[src/design/m2h_pkg.sv]
// Package for the MurmurHash2 byte stream hash: queue entry type, sequencer states
// and hash constants. Used by the top level, front end, queue and back end; no dependencies.
package m2h_pkg;

  localparam logic [31:0] MUR_MULT       = 32'h5bd1e995;
  localparam int          MUR_WORD_SHIFT = 24;
  localparam int          MUR_FIN_SHIFT_A = 13;
  localparam int          MUR_FIN_SHIFT_B = 15;

  localparam int OP_QUEUE_DEPTH = 4;

  // One queued operation for the mixing back end.
  typedef struct packed {
    logic        seed;     // load data as the new running hash
    logic        word;     // data is a complete little-endian word to fold in
    logic        fin;      // finalize and emit after the above
    logic        tail_en;  // one to three tail bytes are pending at finalize
    logic [31:0] data;     // seed length or packed word
    logic [23:0] tail;     // pending tail bytes, little-endian
  } op_t;

  // Queue status seen by both ends.
  typedef struct packed {
    logic empty;
    logic full;
  } q_stat_t;

  typedef enum logic [2:0] {
    ST_IDLE,
    ST_W_MUL1,
    ST_W_MUL2,
    ST_W_MUL3,
    ST_W_FOLD,
    ST_F_TAIL,
    ST_F_MUL,
    ST_F_OUT
  } mix_state_t;

endpackage

[src/design/murmur2_byte_stream_hash.sv]
// MurmurHash2 (32-bit) over a byte stream, one message byte per input transfer.
// Top level: front end, operation queue and mixing back end. Depends on m2h_pkg.
//
// Input channel in_*: one byte per transfer. in_tuser marks the first byte of a
// message, whose in_tdata also carries the total length that seeds the hash;
// in_tlast marks the final byte. An empty message is a single transfer with
// in_tuser and in_tlast set and a length of zero; its data byte is ignored.
// Output channel out_*: one 32-bit hash per message, after the last byte.
//
// Throughput: the front end takes one byte per cycle as long as the four-entry
// operation queue has room. Every fourth byte queues a word operation that the
// back end runs after the pop in four steps (three passes through its single
// multiply-by-constant unit, then the fold). It pops nothing new until it is
// back in idle, so on a long message the queue fills and in_tready drops.
// First and last bytes queue their own operations; finalizing runs the tail
// multiply if tail bytes are pending, the finalize multiply and the output step.
// A stalled receiver holds the result in the output register; the back end
// waits there, the queue fills and then in_tready drops.
// Reset clears the queue, the byte packer and the running hash.
module murmur2_byte_stream_hash (
  input  logic        clk,
  input  logic        rst_n,
  input  logic        in_tvalid,
  output logic        in_tready,
  input  logic [39:0] in_tdata,   // [7:0] data_byte, [39:8] message_length
  input  logic        in_tuser,   // [0] first_byte
  input  logic        in_tlast,   // last_byte
  output logic        out_tvalid,
  input  logic        out_tready,
  output logic [31:0] out_tdata   // [31:0] hash_value
);

  m2h_pkg::q_stat_t q_stat;
  m2h_pkg::op_t     push_op, pop_op;
  logic             push, pop;

  m2h_front u_front (
    .clk            (clk),
    .rst_n          (rst_n),
    .in_valid       (in_tvalid),
    .data_byte      (in_tdata[7:0]),
    .first_byte     (in_tuser),
    .last_byte      (in_tlast),
    .message_length (in_tdata[39:8]),
    .in_ready       (in_tready),
    .q_stat         (q_stat),
    .push           (push),
    .push_op        (push_op)
  );

  m2h_queue u_queue (
    .clk     (clk),
    .rst_n   (rst_n),
    .push    (push),
    .push_op (push_op),
    .pop     (pop),
    .pop_op  (pop_op),
    .q_stat  (q_stat)
  );

  m2h_back u_back (
    .clk        (clk),
    .rst_n      (rst_n),
    .q_stat     (q_stat),
    .pop_op     (pop_op),
    .pop        (pop),
    .out_valid  (out_tvalid),
    .out_ready  (out_tready),
    .hash_value (out_tdata)
  );

endmodule

[src/design/m2h_front.sv]
// Front end: accepts message bytes, packs them into little-endian words and
// queues seed, word and finalize operations. Depends on m2h_pkg.
module m2h_front (
  input  logic               clk,
  input  logic               rst_n,
  input  logic               in_valid,
  input  logic [7:0]         data_byte,
  input  logic               first_byte,
  input  logic               last_byte,
  input  logic [31:0]        message_length,
  output logic               in_ready,
  input  m2h_pkg::q_stat_t   q_stat,
  output logic               push,
  output m2h_pkg::op_t       push_op
);

  logic [23:0] pend_word_r, pend_word_nxt;
  logic [1:0]  pend_cnt_r, pend_cnt_nxt;
  logic [23:0] eff_word, new_word;
  logic [1:0]  eff_cnt, new_cnt;
  logic        accept, absorb, word_done;

  assign in_ready = !q_stat.full;
  assign accept   = in_valid && in_ready;

  always_comb begin
    // A first item drops whatever an unfinished message left behind.
    eff_word  = first_byte ? 24'd0 : pend_word_r;
    eff_cnt   = first_byte ? 2'd0 : pend_cnt_r;
    absorb    = !(first_byte && last_byte && (message_length == 32'd0));
    word_done = absorb && (eff_cnt == 2'd3);
    new_word  = eff_word;
    new_cnt   = eff_cnt;
    if (word_done) begin
      new_word = 24'd0;
      new_cnt  = 2'd0;
    end else if (absorb) begin
      new_word[{eff_cnt, 3'b000} +: 8] = data_byte;
      new_cnt = eff_cnt + 2'd1;
    end

    push_op.seed    = first_byte;
    push_op.word    = word_done;
    push_op.fin     = last_byte;
    push_op.tail_en = last_byte && (new_cnt != 2'd0);
    push_op.data    = first_byte ? message_length : {data_byte, eff_word};
    push_op.tail    = new_word;
    push = accept && (first_byte || word_done || last_byte);

    pend_word_nxt = pend_word_r;
    pend_cnt_nxt  = pend_cnt_r;
    if (accept) begin
      pend_word_nxt = last_byte ? 24'd0 : new_word;
      pend_cnt_nxt  = last_byte ? 2'd0 : new_cnt;
    end
  end

  always_ff @(posedge clk) begin
    if (!rst_n) begin
      pend_word_r <= 24'd0;
      pend_cnt_r  <= 2'd0;
    end else begin
      pend_word_r <= pend_word_nxt;
      pend_cnt_r  <= pend_cnt_nxt;
    end
  end

endmodule

[src/design/m2h_queue.sv]
// Short operation queue between the front end and the mixing back end.
// Depends on m2h_pkg.
module m2h_queue (
  input  logic               clk,
  input  logic               rst_n,
  input  logic               push,
  input  m2h_pkg::op_t       push_op,
  input  logic               pop,
  output m2h_pkg::op_t       pop_op,
  output m2h_pkg::q_stat_t   q_stat
);

  localparam int Depth = m2h_pkg::OP_QUEUE_DEPTH;
  localparam int PtrW  = $clog2(Depth);
  localparam int CntW  = $clog2(Depth + 1);

  m2h_pkg::op_t     slots_r [Depth];
  logic [PtrW-1:0]  wr_ptr_r, wr_ptr_nxt;
  logic [PtrW-1:0]  rd_ptr_r, rd_ptr_nxt;
  logic [CntW-1:0]  count_r, count_nxt;
  logic             do_push, do_pop;

  assign q_stat.empty = (count_r == CntW'(0));
  assign q_stat.full  = (count_r == CntW'(Depth));
  assign pop_op       = slots_r[rd_ptr_r];

  always_comb begin
    do_push    = push && !q_stat.full;
    do_pop     = pop && !q_stat.empty;
    wr_ptr_nxt = do_push ? ((wr_ptr_r == PtrW'(Depth - 1)) ? '0 : wr_ptr_r + PtrW'(1))
                         : wr_ptr_r;
    rd_ptr_nxt = do_pop ? ((rd_ptr_r == PtrW'(Depth - 1)) ? '0 : rd_ptr_r + PtrW'(1))
                        : rd_ptr_r;
    count_nxt  = count_r;
    if (do_push && !do_pop) begin
      count_nxt = count_r + CntW'(1);
    end else if (do_pop && !do_push) begin
      count_nxt = count_r - CntW'(1);
    end
  end

  always_ff @(posedge clk) begin
    if (do_push) begin
      slots_r[wr_ptr_r] <= push_op;
    end
  end

  always_ff @(posedge clk) begin
    if (!rst_n) begin
      wr_ptr_r <= '0;
      rd_ptr_r <= '0;
      count_r  <= '0;
    end else begin
      wr_ptr_r <= wr_ptr_nxt;
      rd_ptr_r <= rd_ptr_nxt;
      count_r  <= count_nxt;
    end
  end

endmodule

[src/design/m2h_back.sv]
// Back end: sequences the word mix, fold and finalize steps through one shared
// multiply-by-constant unit and holds the result register. Depends on m2h_pkg.
module m2h_back (
  input  logic               clk,
  input  logic               rst_n,
  input  m2h_pkg::q_stat_t   q_stat,
  input  m2h_pkg::op_t       pop_op,
  output logic               pop,
  output logic               out_valid,
  input  logic               out_ready,
  output logic [31:0]        hash_value
);

  m2h_pkg::mix_state_t state_r, state_nxt;
  m2h_pkg::op_t        op_r, op_nxt;
  logic [31:0] hash_r, hash_nxt;
  logic [31:0] prod_r, prod_nxt;
  logic [31:0] key_r, key_nxt;
  logic [31:0] out_data_r, out_data_nxt;
  logic        out_valid_r, out_valid_nxt;
  logic [31:0] mul_a, fin_x;
  logic        prod_load, out_load;

  assign out_valid  = out_valid_r;
  assign hash_value = out_data_r;
  assign out_load   = (state_r == m2h_pkg::ST_F_OUT) && (!out_valid_r || out_ready);

  always_comb begin
    state_nxt = state_r;
    unique case (state_r)
      m2h_pkg::ST_IDLE: begin
        if (!q_stat.empty) begin
          if (pop_op.word) begin
            state_nxt = m2h_pkg::ST_W_MUL1;
          end else if (pop_op.fin) begin
            state_nxt = pop_op.tail_en ? m2h_pkg::ST_F_TAIL : m2h_pkg::ST_F_MUL;
          end
        end
      end
      m2h_pkg::ST_W_MUL1: state_nxt = m2h_pkg::ST_W_MUL2;
      m2h_pkg::ST_W_MUL2: state_nxt = m2h_pkg::ST_W_MUL3;
      m2h_pkg::ST_W_MUL3: state_nxt = m2h_pkg::ST_W_FOLD;
      m2h_pkg::ST_W_FOLD: begin
        if (op_r.fin) begin
          state_nxt = op_r.tail_en ? m2h_pkg::ST_F_TAIL : m2h_pkg::ST_F_MUL;
        end else begin
          state_nxt = m2h_pkg::ST_IDLE;
        end
      end
      m2h_pkg::ST_F_TAIL: state_nxt = m2h_pkg::ST_F_MUL;
      m2h_pkg::ST_F_MUL:  state_nxt = m2h_pkg::ST_F_OUT;
      m2h_pkg::ST_F_OUT:  state_nxt = out_load ? m2h_pkg::ST_IDLE : m2h_pkg::ST_F_OUT;
      default:            state_nxt = m2h_pkg::ST_IDLE;
    endcase
  end

  always_comb begin
    pop           = 1'b0;
    op_nxt        = op_r;
    hash_nxt      = hash_r;
    key_nxt       = key_r;
    mul_a         = 32'd0;
    prod_load     = 1'b0;
    out_data_nxt  = out_data_r;
    out_valid_nxt = out_valid_r && !out_ready;
    fin_x         = op_r.tail_en ? prod_r : hash_r;
    unique case (state_r)
      m2h_pkg::ST_IDLE: begin
        if (!q_stat.empty) begin
          pop    = 1'b1;
          op_nxt = pop_op;
          if (pop_op.seed) begin
            hash_nxt = pop_op.data;
          end
        end
      end
      m2h_pkg::ST_W_MUL1: begin
        mul_a     = op_r.data;
        prod_load = 1'b1;
      end
      m2h_pkg::ST_W_MUL2: begin
        mul_a     = prod_r ^ (prod_r >> m2h_pkg::MUR_WORD_SHIFT);
        prod_load = 1'b1;
      end
      m2h_pkg::ST_W_MUL3: begin
        key_nxt   = prod_r;
        mul_a     = hash_r;
        prod_load = 1'b1;
      end
      m2h_pkg::ST_W_FOLD: begin
        hash_nxt = prod_r ^ key_r;
      end
      m2h_pkg::ST_F_TAIL: begin
        mul_a     = hash_r ^ {8'd0, op_r.tail};
        prod_load = 1'b1;
      end
      m2h_pkg::ST_F_MUL: begin
        mul_a     = fin_x ^ (fin_x >> m2h_pkg::MUR_FIN_SHIFT_A);
        prod_load = 1'b1;
      end
      m2h_pkg::ST_F_OUT: begin
        if (out_load) begin
          out_data_nxt  = prod_r ^ (prod_r >> m2h_pkg::MUR_FIN_SHIFT_B);
          out_valid_nxt = 1'b1;
          hash_nxt      = 32'd0;
        end
      end
      default: begin
      end
    endcase
    prod_nxt = prod_load ? 32'(mul_a * m2h_pkg::MUR_MULT) : prod_r;
  end

  always_ff @(posedge clk) begin
    op_r       <= op_nxt;
    prod_r     <= prod_nxt;
    key_r      <= key_nxt;
    out_data_r <= out_data_nxt;
  end

  always_ff @(posedge clk) begin
    if (!rst_n) begin
      state_r     <= m2h_pkg::ST_IDLE;
      hash_r      <= 32'd0;
      out_valid_r <= 1'b0;
    end else begin
      state_r     <= state_nxt;
      hash_r      <= hash_nxt;
      out_valid_r <= out_valid_nxt;
    end
  end

endmodule

[config.mk]
export PLATFORM = sky130hd
export DESIGN_NAME = murmur2_byte_stream_hash
export DESIGN_NICKNAME = d
export VERILOG_FILES = /design/src/design/m2h_pkg.sv /design/src/design/murmur2_byte_stream_hash.sv /design/src/design/m2h_front.sv /design/src/design/m2h_queue.sv /design/src/design/m2h_back.sv
export SDC_FILE = /design/constraint.sdc
export NUM_CORES = 1
export LEC_CHECK = 0
export BUFFER_PORTS_ARGS = -buffer_cell sky130_fd_sc_hd__buf_4
export CAP_MARGIN = 25
export CORE_ASPECT_RATIO = 1.2
export CORE_MARGIN = 8
export CORE_UTILIZATION = 40
export CTS_BUF_LIST = sky130_fd_sc_hd__clkbuf_8
export DETAILED_ROUTE_END_ITERATION = 8
export GPL_TIMING_DRIVEN = 0
export SLEW_MARGIN = 40
export SYNTH_ARGS = -nofsm -noshare
export SYNTH_HDL_FRONTEND = slang
export SYNTH_SLANG_ARGS = --single-unit
[constraint.sdc]
create_clock -name clk -period 8.5 [get_ports clk]
set_input_delay 2.55 -clock clk [delete_from_list [all_inputs] [get_ports clk]]
set_output_delay 2.55 -clock clk [all_outputs]
set_load 0.1 [all_outputs]
==> impl_metrics.env <==
export IMPL_crit_buf_inv=9
export IMPL_wirelength_um=76900
export IMPL_syn2layout_area_growth_pct=12.9
export IMPL_synth_top_family_by_area="adder cells"
export IMPL_synth_area_sq_mm=0.0285
export IMPL_rsz0062_at_grt="no"
export IMPL_dp_hpwl_um=59000
export IMPL_synth_area_mux_share_pct=6.58
export IMPL_numClockSinks=465
export IMPL_drv_slew=0
export IMPL_nets=2833
export IMPL_ys_warn_count=0
export IMPL_stdcell_count=3365
export IMPL_synth_edf_count=394
export IMPL_finalSetupViolCount=0
export IMPL_ios=80
export IMPL_dr_pass1_iters=6
export IMPL_required_ps=8880
export IMPL_hold_violations=0
export IMPL_wire_per_inst_um=22.8
export IMPL_die_area_sq_mm=0.0800
export IMPL_dominantRegCellSynth="edfxtp_1"
export IMPL_r2r_slack_ps=300
export IMPL_synth_cell_types=62
export IMPL_grt_pass1_vias=19200
export IMPL_cts_buffers=76
export IMPL_die_height_um=308
export IMPL_cts_hold_buffers=0
export IMPL_fin_crit_ps=8200
export IMPL_floorplan_die_width_um=259
export IMPL_clock_path_buffers=3
export IMPL_fin_area_sq_mm=0.0321
export IMPL_async_flop_share_pct=0
export IMPL_skew_ps=43.2
export IMPL_maxCapViolations=0
export IMPL_final_cell_mix="edfxtp_1 (394), inv_1 (369), ha_1 (227)"
export IMPL_rows=107
export IMPL_syn_num_nets=2660
export IMPL_cp_slowest_stage_delay_ps=540
export IMPL_core_area_sq_mm=0.0707
export IMPL_root_buffer="clkbuf_8"
export IMPL_portBuffers=78
export IMPL_endpoint_kind="register"
export IMPL_gp_congestion=0.923
export IMPL_yosys_area_share_simple_pct=4.74
export IMPL_syn_avg_cell_area_sq_um=12.9
export IMPL_start_util_pct=40.3
export IMPL_status="finished clean"
export IMPL_grt_usage_pct=19.3
export IMPL_nFillCells=6443
export IMPL_drc=0
export IMPL_dp_cells=3223
export IMPL_avgViaCountPerCell=5.30
export IMPL_synthCells=2205
export IMPL_postPlaceCellArea_sq_mm=0.0306
export IMPL_synth_compound_area_share_pct=8.43
export IMPL_criticalPathCategory="register to register"
export IMPL_synth_fa_ha_area_share_pct=22.8
export IMPL_critical_path_top_delay_family="adder cells"
export IMPL_grt_max_degree=42
export IMPL_cp_common_cell="ha_1"
export IMPL_layout_commonest_cell="edfxtp_1"
export IMPL_post_route_period_util_pct=96.4
export IMPL_achievable_frequency_ghz=0.122
export IMPL_dr_total_vias=17800
export IMPL_tightest_slew_ps=814
export IMPL_synth_seq_cells=465
export IMPL_start_kind="register"
export IMPL_ys_seq_area_share_pct=46.6
export IMPL_synth_xor_area_share_pct=4.90
export IMPL_crit_arrival_ps=8580
export IMPL_drive_above_1_share_pct=14.8
export IMPL_grt_pass1_wl_um=117000
export IMPL_clk_pin_slew_worst_paths_ps=70
export IMPL_ant_nets=0
export IMPL_cts_tree="built"
export IMPL_antenna_found_initial=1
export IMPL_grt_overflow=0
export IMPL_htree_levels=3
export IMPL_antenna_cells=0
export IMPL_worstHoldPathType="register to register"
export IMPL_first_iter_violations=1071
export IMPL_clk_latency_ps=670
export IMPL_slew_limit_headroom_pct=45.7
export IMPL_critPathMaxFanout=10
export IMPL_crit_path_top_delay_cell="o21ai_1"
[kinds of logic (layout without fill, tap and decap cells)]
family | after synthesis | after routing
flops | 465 | 465
buf+inv | 443 | 677
fa+ha+maj | 409 | 409
compound gates | 343 | 343
simple gates | 281 | 281
xor+xnor | 156 | 156
mux | 108 | 108
[state kept, by name (all words and copies together) (netlist names), named ones only]
register,cells
u_back.hash_r,32
u_back.hash_value,32
u_front.pend_word_r,24
u_front.pend_cnt_r,2
u_queue.slots_r,240
u_back.state_r,3
u_back.key_r,32
u_queue.rd_ptr_r,2
u_back.prod_r,32
u_queue.count_r,3
u_queue.wr_ptr_r,2
u_back.op_r,58
u_back.out_valid,1
[stage by stage]
stage / utilization [%] / worst slack [ps] / hold WS, ps / setup TNS (ps)
after global routing: 45.5 / 5.74 / 486 / 0
after floorplan: - / 203 / 424 / 0
after CTS: 45.3 / 7.47 / 474 / 0
final: 45.5 / 303 / 477 / 0
after global placement: 42.7 / -2790 / 456 / -28540
after detailed placement: 43.2 / -744 / 432 / -3860
[final cells by class]
cell class,instances,area [sq um],area share [%]
Buffer,93,422,1.31
Tap cell,926,1160,3.61
Multi-Input combinational cell,1297,13600,42.5
Inverter,348,1330,4.13
Clock buffer,85,1170,3.64
Clock inverter,54,279,0.868
Timing Repair Buffer,97,881,2.74
Sequential cell,465,13300,41.2
[path summary, 6_finish.rpt]
check / from / to / depth (start not counted)
setup reg to reg: u_back.op_r[56] / u_back.prod_r[31] / 27
hold / removal: u_back.prod_r[15] / u_back.key_r[15] / 0
setup / recovery: u_back.op_r[56] / u_back.prod_r[31] / 27
hold reg to reg: u_back.prod_r[15] / u_back.key_r[15] / 0
[timing repair]
item	CTS	global route
resized for setup	15	29
pin swaps	1	2
setup buffers	2	3
endpoints found under the setup margin	11	8
[Yosys cell counts, types with 5 or more instances]
| cell | number | share of area (%) |
|---|---|---|
| xnor2_1 | 76 | 2.3 |
| a211oi_1 | 10 | 0.26 |
| nand2b_1 | 9 | 0.20 |
| ha_1 | 227 | 10 |
| nor2_1 | 73 | 0.96 |
| mux4_2 | 60 | 4.7 |
| fa_1 | 182 | 13 |
| dfxtp_1 | 71 | 5.0 |
| o21bai_1 | 5 | 0.13 |
| mux2_2 | 32 | 1.3 |
| buf_2 | 11 | 0.19 |
| a21oi_1 | 51 | 0.90 |
| o21ai_1 | 6 | 0.11 |
| and2_1 | 6 | 0.13 |
| a21boi_0 | 7 | 0.18 |
| o211ai_1 | 5 | 0.13 |
| nor4_1 | 8 | 0.18 |
| nand2_1 | 91 | 1.2 |
| and4_1 | 5 | 0.15 |
| a21o_1 | 26 | 0.69 |
| nor3_1 | 11 | 0.19 |
| nor2b_1 | 36 | 0.79 |
| nand3_1 | 18 | 0.32 |
| nand3b_1 | 10 | 0.26 |
| xor2_1 | 78 | 2.4 |
| a221oi_1 | 6 | 0.18 |
| o211a_1 | 34 | 1.2 |
| mux2i_1 | 16 | 0.56 |
| inv_1 | 346 | 4.6 |
| a22oi_1 | 96 | 2.5 |
| clkbuf_1 | 69 | 0.91 |
| o21a_1 | 6 | 0.16 |
| o22ai_1 | 10 | 0.22 |
| o21ai_0 | 56 | 0.99 |
| buf_1 | 10 | 0.13 |
| edfxtp_1 | 394 | 42 |
[per-layer routing]
layer | global-route usage (%) | wire (um)
met5 | 0 | 0
met4 | 8.36 | 3310
met3 | 2.85 | 3080
met2 | 34.7 | 40100
met1 | 22.7 | 30400
Power is not shown: default switching activity piles up to over one toggle a cycle in this logic, so the estimate is an artifact.
